$ cat config.mk
export PLATFORM = sky130hd
export DESIGN_NAME = vmhs_exec
export DESIGN_NICKNAME = d
export VERILOG_FILES = /design/src/hw/rtl/vmhs_pkg.sv /design/src/hw/rtl/vmhs_exec.sv
export SDC_FILE = /design/constraint.sdc
export NUM_CORES = 1
export LEC_CHECK = 0
export ABC_AREA = 1
export BUFFER_PORTS_ARGS = -buffer_cell sky130_fd_sc_hd__buf_2
export CAP_MARGIN = 20
export CORE_UTILIZATION = 54
export DETAILED_ROUTE_END_ITERATION = 12
export GPL_TIMING_DRIVEN = 0
export PLACE_DENSITY = 0.79
export SYNTH_ARGS = -nofsm -noshare
export SYNTH_HDL_FRONTEND = slang
export SYNTH_SLANG_ARGS = --single-unit
$ cat constraint.sdc
create_clock -name clk -period 4.3 [get_ports clk]
set_input_delay 0.215 -clock clk [delete_from_list [all_inputs] [get_ports clk]]
set_output_delay 0.215 -clock clk [all_outputs]
set_load 0.02 [all_outputs]
$ cat src/hw/rtl/vmhs_pkg.sv
// vmhs_pkg: shared types, codes and constants of the heap/stack manager
// depends on nothing; imported by every module of the block
`timescale 1ns / 1ps
`default_nettype none

package vmhs_pkg;

  localparam int MEM_CELLS_DEF    = 4096;
  localparam int MARGIN_BYTES_DEF = 64;

  localparam int DATA_W     = 32;
  localparam int CELLS_W    = 13;
  localparam int HBASE_W    = 14;
  localparam int SSTART_W   = 15;
  localparam int MBYTES_W   = 15;
  localparam int CFG_IDX_W  = 2;
  localparam int CFG_DATA_W = 15;
  localparam int CMD_W      = 3;
  localparam int STATUS_W   = 2;
  localparam int IN_DATA_W  = 80;
  localparam int OUT_DATA_W = 112;

  localparam logic [CELLS_W-1:0]  PUSH_SAT       = 13'd4096;
  localparam logic [DATA_W-1:0]   STACK_PTR_RST  = 32'd16384;
  localparam logic [HBASE_W-1:0]  HEAP_BASE_RST  = 14'd0;
  localparam logic [SSTART_W-1:0] STACK_START_RST = 15'd16384;
  localparam logic [MBYTES_W-1:0] MEM_BYTES_RST  = 15'd16384;
  localparam logic [DATA_W-1:0]   CELL_BYTES     = 32'd4;

  localparam logic [CFG_IDX_W-1:0] CFG_HEAP_BASE   = 2'd0;
  localparam logic [CFG_IDX_W-1:0] CFG_STACK_START = 2'd1;
  localparam logic [CFG_IDX_W-1:0] CFG_MEM_BYTES   = 2'd2;

  typedef enum logic [CMD_W-1:0] {
    CMD_INIT    = 3'd0,
    CMD_ALLOC   = 3'd1,
    CMD_POP     = 3'd2,
    CMD_RELEASE = 3'd3,
    CMD_PUSH    = 3'd4,
    CMD_CHECK   = 3'd5
  } cmd_t;

  typedef enum logic [STATUS_W-1:0] {
    STS_OK       = 2'd0,
    STS_HEAP_LOW = 2'd1,
    STS_INVALID  = 2'd2,
    STS_STACKERR = 2'd3
  } status_t;

  typedef enum logic {
    ST_IDLE = 1'b0,
    ST_EXEC = 1'b1
  } state_t;

  typedef struct packed {
    logic [MBYTES_W-1:0] memory_bytes;
    logic [SSTART_W-1:0] stack_start;
    logic [HBASE_W-1:0]  heap_base;
  } vmhs_cfg_t;

  // packed lsb first: status, addr_out, heap_top, stack_ptr, push_total
  typedef struct packed {
    logic [CELLS_W-1:0]  push_total;
    logic [DATA_W-1:0]   stack_ptr;
    logic [DATA_W-1:0]   heap_top;
    logic [DATA_W-1:0]   addr_out;
    logic [STATUS_W-1:0] status;
  } vmhs_result_t;

endpackage

`default_nettype wire

$ cat src/hw/rtl/vmhs_exec.sv
// vmhs_exec: command sequencer, heap/stack pointers and push counter
// reads and writes the cell memory; uses vmhs_pkg
`timescale 1ns / 1ps
`default_nettype none

module vmhs_exec #(
  parameter int MEM_CELLS    = vmhs_pkg::MEM_CELLS_DEF,
  parameter int MARGIN_BYTES = vmhs_pkg::MARGIN_BYTES_DEF,
  parameter int CELL_AW      = $clog2(MEM_CELLS)
) (
  input  wire logic                         clk,
  input  wire logic                         rst_n,
  input  wire logic                         in_valid,
  output      logic                         in_ready,
  input  wire logic [vmhs_pkg::CMD_W-1:0]   in_cmd,
  input  wire logic [vmhs_pkg::DATA_W-1:0]  in_addr,
  input  wire logic [vmhs_pkg::CELLS_W-1:0] in_cells,
  input  wire logic [vmhs_pkg::DATA_W-1:0]  in_value,
  input  wire vmhs_pkg::vmhs_cfg_t          cfg,
  output      logic                         res_valid,
  input  wire logic                         res_ready,
  output      vmhs_pkg::vmhs_result_t       res,
  output      logic                         mem_we,
  output      logic [CELL_AW-1:0]           mem_waddr,
  output      logic [vmhs_pkg::DATA_W-1:0]  mem_wdata,
  output      logic                         mem_re,
  output      logic [CELL_AW-1:0]           mem_raddr,
  input  wire logic [vmhs_pkg::DATA_W-1:0]  mem_rdata
);
  import vmhs_pkg::*;

  localparam logic [DATA_W-1:0] MARGIN = DATA_W'(MARGIN_BYTES);

  state_t state_r, state_nxt;

  logic [CMD_W-1:0]   cmd_r;
  logic [DATA_W-1:0]  addr_r;
  logic [CELLS_W-1:0] cells_r;
  logic [DATA_W-1:0]  value_r;

  logic [DATA_W-1:0]  hp_r, hp_nxt;
  logic [DATA_W-1:0]  sp_r, sp_nxt;
  logic [CELLS_W-1:0] cnt_r, cnt_nxt;

  logic               accept;
  logic               commit;
  logic [DATA_W-1:0]  in_addr_m4;

  assign accept     = in_valid && in_ready;
  assign commit     = res_valid && res_ready;
  assign in_addr_m4 = in_addr - CELL_BYTES;

  // next state
  always_comb begin
    state_nxt = state_r;
    case (state_r)
      ST_IDLE: if (accept) state_nxt = ST_EXEC;
      ST_EXEC: if (res_ready) state_nxt = ST_IDLE;
      default: state_nxt = ST_IDLE;
    endcase
  end

  // handshake outputs
  always_comb begin
    in_ready  = 1'b0;
    res_valid = 1'b0;
    case (state_r)
      ST_IDLE: in_ready  = 1'b1;
      ST_EXEC: res_valid = 1'b1;
      default: in_ready  = 1'b0;
    endcase
  end

  // the size word at addr - 4 is read whenever a command is taken; only pop uses it
  assign mem_re    = accept;
  assign mem_raddr = in_addr_m4[CELL_AW+1:2];

  // command datapath
  always_comb begin
    logic [DATA_W-1:0] hbase;
    logic [DATA_W-1:0] mbytes;
    logic [DATA_W-1:0] real_bytes;
    logic [DATA_W-1:0] room;
    logic [DATA_W-1:0] sp_m4;
    logic [DATA_W-1:0] hp_p4;
    logic [DATA_W-1:0] pop_a;
    logic [DATA_W-1:0] pop_end;
    logic              in_gap;
    hbase      = {{(DATA_W-HBASE_W){1'b0}}, cfg.heap_base};
    mbytes     = {{(DATA_W-MBYTES_W){1'b0}}, cfg.memory_bytes};
    real_bytes = {{(DATA_W-CELLS_W-2){1'b0}}, cells_r, 2'b00};
    room       = sp_r - hp_r - real_bytes;
    sp_m4      = sp_r - CELL_BYTES;
    hp_p4      = hp_r + CELL_BYTES;
    pop_a      = addr_r - CELL_BYTES;
    pop_end    = hp_r - {mem_rdata[DATA_W-3:0], 2'b00} - CELL_BYTES;
    in_gap     = !($signed(addr_r) < $signed(hp_r)) && ($signed(addr_r) < $signed(sp_r));

    hp_nxt       = hp_r;
    sp_nxt       = sp_r;
    cnt_nxt      = cnt_r;
    res.status   = STS_OK;
    res.addr_out = '0;
    mem_we       = 1'b0;
    mem_waddr    = hp_r[CELL_AW+1:2];
    mem_wdata    = {{(DATA_W-CELLS_W){1'b0}}, cells_r};

    case (cmd_r)
      CMD_INIT: begin
        hp_nxt  = hbase;
        sp_nxt  = {{(DATA_W-SSTART_W){1'b0}}, cfg.stack_start};
        cnt_nxt = '0;
      end
      CMD_ALLOC: begin
        if ($signed(room) < $signed(MARGIN)) begin
          res.status = STS_HEAP_LOW;
        end else begin
          mem_we       = commit;
          res.addr_out = hp_p4;
          hp_nxt       = hp_p4 + real_bytes;
        end
      end
      CMD_POP: begin
        if (($signed(pop_a) < $signed(hbase)) || !($signed(pop_a) < $signed(sp_r))) begin
          res.status = STS_INVALID;
        end else if (pop_end != pop_a) begin
          res.status = STS_INVALID;
        end else begin
          hp_nxt = pop_a;
        end
      end
      CMD_RELEASE: begin
        if ($signed(addr_r) < $signed(hbase)) begin
          res.status = STS_INVALID;
        end else begin
          hp_nxt = addr_r - CELL_BYTES;
        end
      end
      CMD_PUSH: begin
        if ($signed(sp_m4) < $signed(hp_r + MARGIN)) begin
          res.status = STS_STACKERR;
        end else begin
          sp_nxt    = sp_m4;
          mem_we    = commit;
          mem_waddr = sp_m4[CELL_AW+1:2];
          mem_wdata = value_r;
          if (cnt_r < PUSH_SAT) begin
            cnt_nxt = cnt_r + CELLS_W'(1);
          end
        end
      end
      CMD_CHECK: begin
        if (in_gap || addr_r[DATA_W-1] || (addr_r >= mbytes)) begin
          res.status = STS_INVALID;
        end else begin
          res.addr_out = addr_r;
        end
      end
      default: begin
        res.status = STS_OK;
      end
    endcase

    res.heap_top   = hp_nxt;
    res.stack_ptr  = sp_nxt;
    res.push_total = cnt_nxt;
  end

  always_ff @(posedge clk) begin
    if (!rst_n) begin
      state_r <= ST_IDLE;
      hp_r    <= '0;
      sp_r    <= STACK_PTR_RST;
      cnt_r   <= '0;
    end else begin
      state_r <= state_nxt;
      if (commit) begin
        hp_r  <= hp_nxt;
        sp_r  <= sp_nxt;
        cnt_r <= cnt_nxt;
      end
    end
  end

  always_ff @(posedge clk) begin
    if (accept) begin
      cmd_r   <= in_cmd;
      addr_r  <= in_addr;
      cells_r <= in_cells;
      value_r <= in_value;
    end
  end

endmodule

`default_nettype wire
==> metrics.txt, run 1 <==
initial core utilization 54.9%; dpl cells 4407; Mapped Cells 3552; Syn Area/Cell 6.17 um^2; GRT Total Usage 77.1%; status did not finish; # rows 73; Synth Register Bits 158; chip height 203 um; sequential area share after synthesis 18.1%; clk buf depth 2; gpl congestion 1.04; worst endpoint pin kind output port; largest net degree at the start of global routing 33; CTS H-tree depth 4; TritonCTS Buffers 17; IO buf count 328; CTS sink cnt 158; hpwl dp 76500 um; Area contributors post-synth nand2_1 19%, ha_1 17%, edfxtp_1 11%; number of flops mapped to enable cells by yosys 80; leading area contributor after synthesis nand2_1; Die W 203 um; num ports 331; Yosys top cell area share 18.8%; Ys Warns 0; Synth cell types 51; Post-Syn Area 21900 um^2; tool error [ERROR GRT-0232] Routing congestion too high. Check the congestion heatmap in the GUI.; total grt overflow 223; CTS root buffer clkbuf_16; Async SR Flop Fraction 0%; Worst EP post-GRT repair res[95]; predominant post-synthesis flop cell edfxtp_1; syn nets 4015; Failed at global routing
logic make-up after synthesis:
family	synth area share, %
AND/OR/NAND/NOR	36.5
flip-flops	18.1
adder cells (fa/ha/maj)	17.8
AO/OA/AOI/OAI	10.5
XOR/XNOR	5.55
buffers and inverters	11.6
Yosys cell counts (11+ instances only):
| library cell | instances |
|---|---|
| nand2_1 | 1100 |
| inv_1 | 579 |
| nor2_1 | 327 |
| ha_1 | 289 |
| nand3_1 | 220 |
| a21oi_1 | 179 |
| o21ai_0 | 138 |
| xor2_1 | 112 |
| edfxtp_1 | 80 |
| dfxtp_1 | 78 |
| nand4_1 | 54 |
| nor3_1 | 51 |
| clkbuf_1 | 43 |
| nand3b_1 | 35 |
| nand2_2 | 29 |
| xnor2_1 | 25 |
| a31oi_1 | 14 |
| fa_1 | 14 |
| nor2_2 | 14 |
| buf_2 | 13 |
| o22ai_1 | 13 |
| o31ai_1 | 11 |
per-layer routing:
metal	GRT overflow	track usage [%]
met5	2	27.1
met4	84	76.5
met3	10	60.7
met2	125	95.3
met1	2	76.9
through the flow:
stage / setup WS [ns] / hold WS (ns) / cell area (um^2) / TNS, ns / util, %
floorplan: 0.0395 / 0.314 / 21900 / 0 / -
global placement: -1.69 / 0.392 / 24200 / -205.04 / 60.7
detailed placement: -1.68 / 0.393 / 24300 / -202.34 / 60.8
CTS: -0.505 / 0.0224 / 30600 / -44.71 / 76.6
what timing repair did:
item                       in CTS
pin swaps                     181
hold endpoints to repair       80
cloned                         11
setup endpoints to repair     228
hold buffers                   80
resized for setup             806
setup buffers                 222
==> inputs of run 2 (changes only) <==
Settings changed: CORE_UTILIZATION 54 to 40, PLACE_DENSITY 0.79 to not set, PLACE_DENSITY_LB_ADDON set to 0.15.
Clock period 4.3 ns to 5.6 ns, I/O delays scaled along.
==> metrics.txt, run 2 <==
most frequent cells in the layout 1095 x nand2_1, 568 x inv_1, 340 x buf_2; TritonCTS Buffers 17; Worst EP required 5.32 ns; fraction of layout cells with a size suffix above 1 13.4%; Clk Latency, worst-skew pair 0.50 ns; Via density 5.27; vias 24800; Die W 236 um; crit start category flop; hpwl dp 79100 um; syn nets 4015; n_diodes 0; fin cells 4703; Final WS setup 0.184 ns; dpl cells 4579; status finished, final reports clean; Pre-antenna DRT Iters 6; Async SR Flop Fraction 0%; CP max-delay cell dfxtp_1; fmax 0.185 GHz; Pleak 13.9 nW; Syn Area/Cell 6.17 um^2; final wirelength 94000 um; CTS H-tree depth 4; Ys Warns 0; worst slew pin tran 1.09 ns; post-route clock period utilization 96.7%; Min Hold Slack 0.0349 ns; worst hold path type in2reg; number of global-route vias before repair 23400; Clock transition at path regs 0.08 ns; element type at the critical path end output port; Detail Route Antenna Nets 0; IO buf count 328; DR DRC count 0; power per standard cell area 184 nW/um^2; CTS root buffer clkbuf_16; CTS tree built; M1 GR Usage 43.2%; global-route wire length before repair 138000 um; commonest non-fill, non-tap cell in the layout nand2_1; Nets 4457; leading area contributor after synthesis nand2_1; Clock Skew 0.0171 ns; Hold Fails Final Rpt 0; worst path bufs/invs 7; CP arrival 5.14 ns; met3 global-route usage 3.76%; initial antenna violation count 1; number of flops mapped to enable cells by yosys 80; gpl congestion 1.03; core box area 53900 um^2; clk buf depth 2; Setup CP Type reg2out; # rows 85; Area contributors post-synth nand2_1 19%, ha_1 17%, edfxtp_1 11%; critical-path maximum fanout 10; Post-Syn Area 21900 um^2; DIE AREA 55700 um^2; Max-slew headroom 27.0%; CP dominant cell by count nand2_1; Overall Power 4.83 mW; sequential area share after synthesis 18.1%; Top delay family on crit path simple AND/OR/NAND/NOR gates; Yosys top cell area share 18.8%; chip height 236 um; Synth Register Bits 158; slowest cell delay on critical path 0.39 ns; predominant post-synthesis flop cell edfxtp_1; minimum clock period 5.42 ns; Syn-to-layout area delta 19.7%; synth cell count leaders 1100 x nand2_1, 579 x inv_1, 327 x nor2_1; # setup viols final 0; most crowded layer after global routing met2; Pins Over Slew Limit 0; total grt overflow 0; drt first-iter violations 1956; max cap viols 0; Synth cell types 51; num ports 331; initial core utilization 40.6%; VDD IR max 0.000251 V; Place WS -0.884 ns; largest net degree at the start of global routing 31; cell with the most instances after synthesis nand2_1; CTS sink cnt 158; Mapped Cells 3552; GRT Total Usage 33.2%; met2 usage 55.9%; average wire per standard cell 20.0 um
==> run 2: cell counts after synthesis <==
No cell type changed its count.
==> run 2: stage by stage <==
stage / setup TNS [ns] / instance area, um^2 / util, %
floorplan: 0 / 21900 / -
global placement: -106.76 / 24400 / 45.3
detailed placement: -33.98 / 24500 / 45.4
CTS: 0 / 26000 / 48.2
global route: -0.0133 / 26200 / 48.6
finish: 0 / 26200 / 48.6
==> run 2: final timing paths <==
kind	slack [ns]	startpoint	cells past startpoint	end
worst max-delay path	0.18	sp_r[2]$_SDFFE_PN0P_	26	mem_wdata[12]
worst min-delay path	0.03	in_addr[5]	1	addr_r[5]$_DFFE_PP_
worst max register to register	0.89	sp_r[2]$_SDFFE_PN0P_	28	sp_r[31]$_SDFFE_PN0P_
worst min register to register	0.46	sp_r[29]$_SDFFE_PN0P_	2	sp_r[29]$_SDFFE_PN0P_
==> run 2: final cells by class <==
class	instances	area (um^2)
Buffer	70	365
Fill cell	5783	27700
Timing Repair Buffer	423	2570
Tap cell	696	871
Sequential cell	158	3970
Inverter	591	2260
Clock buffer	18	439
Clock inverter	14	159
Multi-Input combinational cell	2733	15600
==> run 2: kinds of logic after synthesis <==
family	synth area share (%)
buffers and inverters	11.6
flip-flops	18.1
AO/OA/AOI/OAI	10.5
adder cells (fa/ha/maj)	17.8
AND/OR/NAND/NOR	36.5
XOR/XNOR	5.55
==> run 2: repair_timing <==
item	in CTS	in global routing
endpoints found under the hold margin	75	0
pin swaps	3	5
setup endpoints to repair	149	133
hold buffers	75	0
gates resized for setup	44	41
buffers inserted	7	10
==> run 2: report_power, final <==
| part | leakage, nW | internal, mW | switching, mW |
|---|---|---|---|
| sequential | 1.40 | 1.27 | 0.0712 |
| combinational | 12.2 | 0.745 | 1.45 |
| clock | 0.299 | 0.650 | 0.643 |
| total | 13.9 | 2.66 | 2.16 |
==> run 2: routing by layer <==
metal	share of wire (%)	vias to the layer above
li1	-	12300
met4	3.7	2
met3	6.6	143
met5	0.0085	-
met2	46	967
met1	44	11400
No activity file was read; power rests on OpenSTA's default activity.
==> inputs of run 3 (changes only) <==
Settings changed: CTS_CLUSTER_DIAMETER set to 150, CTS_CLUSTER_SIZE set to 40.
Clock period 5.6 ns to 4.65 ns, I/O delays scaled along.
==> metrics.txt, run 3 (synthesis gave the netlist of run 2 again) <==
Pre-antenna DRT Iters 8; CP max-delay cell dfxtp_4; Hold Fails Final Rpt 0; initial core utilization 40.6%; DR top layer met4; initial antenna violation count 0; setup_tns -35.64 ns; drt first-iter violations 2322; GRT Total Usage 35.0%; Clk Latency, worst-skew pair 0.51 ns; num ports 331; # setup viols final 148; worst slew pin tran 1.10 ns; Final WS setup -0.455 ns; fmax 0.196 GHz; power per standard cell area 221 nW/um^2; Clock transition at path regs 0.09 ns; chip height 236 um; clk buf depth 2; CTS sink cnt 158; hpwl dp 79100 um; global-route wire length before repair 146000 um; minimum clock period 5.11 ns; core box area 53900 um^2; # rows 85; CTS root buffer clkbuf_16; final wirelength 107000 um; crit start category flop; Pleak 16.5 nW; Pins Over Slew Limit 0; critical-path maximum fanout 6; DR DRC count 0; Detail Route Antenna Nets 0; largest net degree at the start of global routing 31; fin area 33300 um^2; fraction of layout cells with a size suffix above 1 31.9%; max cap viols 0; Clock Skew 0.0236 ns; RSZ-0062 raised after global routing true; CTS H-tree depth 4; Worst EP required 4.42 ns; CTS tree built; placed inst area 24500 um^2; commonest non-fill, non-tap cell in the layout nand2_1; vias 27100; R2R Setup Slk 0.06 ns; crit-path cells nor2_4, nand3_2, nor3_4, nand4_1, nor2_2, nand4_1, buf_4, buf_4, xor2_1, ha_1, a21oi_1, o221ai_1, a21oi_2, a21o_1, nand2_4, nor2_4, buf_8, buf_12, nand2_8, nand3_4, buf_6; met3 wire length 8040 um; VDD IR max 0.000323 V; most frequent cells in the layout 922 x nand2_1, 524 x inv_1, 245 x ha_1; Nets 4730; Top delay family on crit path simple AND/OR/NAND/NOR gates; number of global-route vias before repair 24600; DIE AREA 55700 um^2; worst hold path type in2reg; Setup CP Type reg2out; Via density 5.44; average wire per standard cell 21.4 um; worst path bufs/invs 5; Die W 236 um; Syn-to-layout area delta 51.9%; Place WS -1.79 ns; slowest cell delay on critical path 0.37 ns; n_diodes 0; met2 WL post-DR 49800 um; TritonCTS Buffers 17; CP arrival 4.87 ns; IO buf count 328; Min Hold Slack 0.0736 ns; post-route clock period utilization 110%; gpl congestion 1.03; failing checks negative setup slack; Routed met1 length 43100 um; total grt overflow 0; Max-slew headroom 26.8%; element type at the critical path end output port; status finished with violations
[run 3: cell types whose count changed in the layout (fill, tap and decap cells not counted), moves of 80 or more]
cell | before | now
buf_2 | 340 | 203
buf_4 | 27 | 242
buf_6 | 2 | 144
nand2_4 | 7 | 87
nand2_2 | 30 | 112
nor2_1 | 323 | 235
nand2_1 | 1095 | 922
[run 3: worst paths after layout]
| kind | start | end | cells past startpoint |
|---|---|---|---|
| worst min-delay path | cfg[15] | sp_r[1]$_SDFFE_PN0P_ | 5 |
| worst max-delay path | sp_r[8]$_SDFFE_PN0P_ | res[75] | 21 |
| worst min register to register | sp_r[29]$_SDFFE_PN0P_ | sp_r[29]$_SDFFE_PN0P_ | 2 |
| worst max register to register | sp_r[8]$_SDFFE_PN0P_ | sp_r[4]$_SDFFE_PN0P_ | 24 |
[run 3: worst reg2reg max path, stage by stage (launching register included)]
cell and delay, ns:
dfxtp_4 0.37, nor2_4 0.13, nand3_2 0.10, nor3_4 0.25
nand4_1 0.22, nor2_2 0.19, nand4_1 0.24, buf_4 0.24
buf_4 0.13, xor2_1 0.28, ha_1 0.32, a21oi_1 0.16
o221ai_1 0.15, a21oi_2 0.20, a21o_1 0.21, nand2_4 0.11
nor2_4 0.32, buf_8 0.19, buf_6 0.12, nand2_4 0.06
nand3_4 0.09, buf_4 0.12, buf_4 0.09, nand2_1 0.03
o21ai_0 0.15
[run 3: per-stage QoR]
step                power [mW]  cells  util [%]
floorplan                 3.31   3552         -
global placement          4.10   4576      45.3
detailed placement        4.11   4579      45.4
CTS                       6.32   4810      53.3
global route              7.68   4976      61.7
finish                    7.35   4976      61.7
[run 3: power by group]
group          switching, mW  leakage (nW)  internal (mW)
combinational           2.40          14.8           1.77
sequential            0.0797          1.41           1.52
clock                  0.799         0.299          0.782
[run 3: what timing repair did]
| item | CTS | global route |
|---|---|---|
| setup endpoints to repair | 216 | 167 |
| setup buffers | 112 | 160 |
| hold buffers | 80 | 0 |
| cloned | 7 | 9 |
| endpoints found under the hold margin | 80 | 0 |
| pin swaps | 44 | 156 |
| resized for setup | 488 | 811 |
[run 3: layout make-up]
class	instances	area, um^2
multi-input cells	2733	18800
plain buffers	69	679
repair buffers	697	5990
clock inverters	14	159
inverters	591	2360
well taps	696	871
fillers	4904	20600
flip-flops and latches	158	4030
clock buffers	18	439
[run 3: per-layer routing]
| metal | GRT usage [%] | vias up |
|---|---|---|
| li1 | - | 12900 |
| met1 | 44.3 | 12600 |
| met2 | 58.1 | 1263 |
| met3 | 5.16 | 291 |
| met4 | 16.8 | 0 |
| met5 | 0 | - |
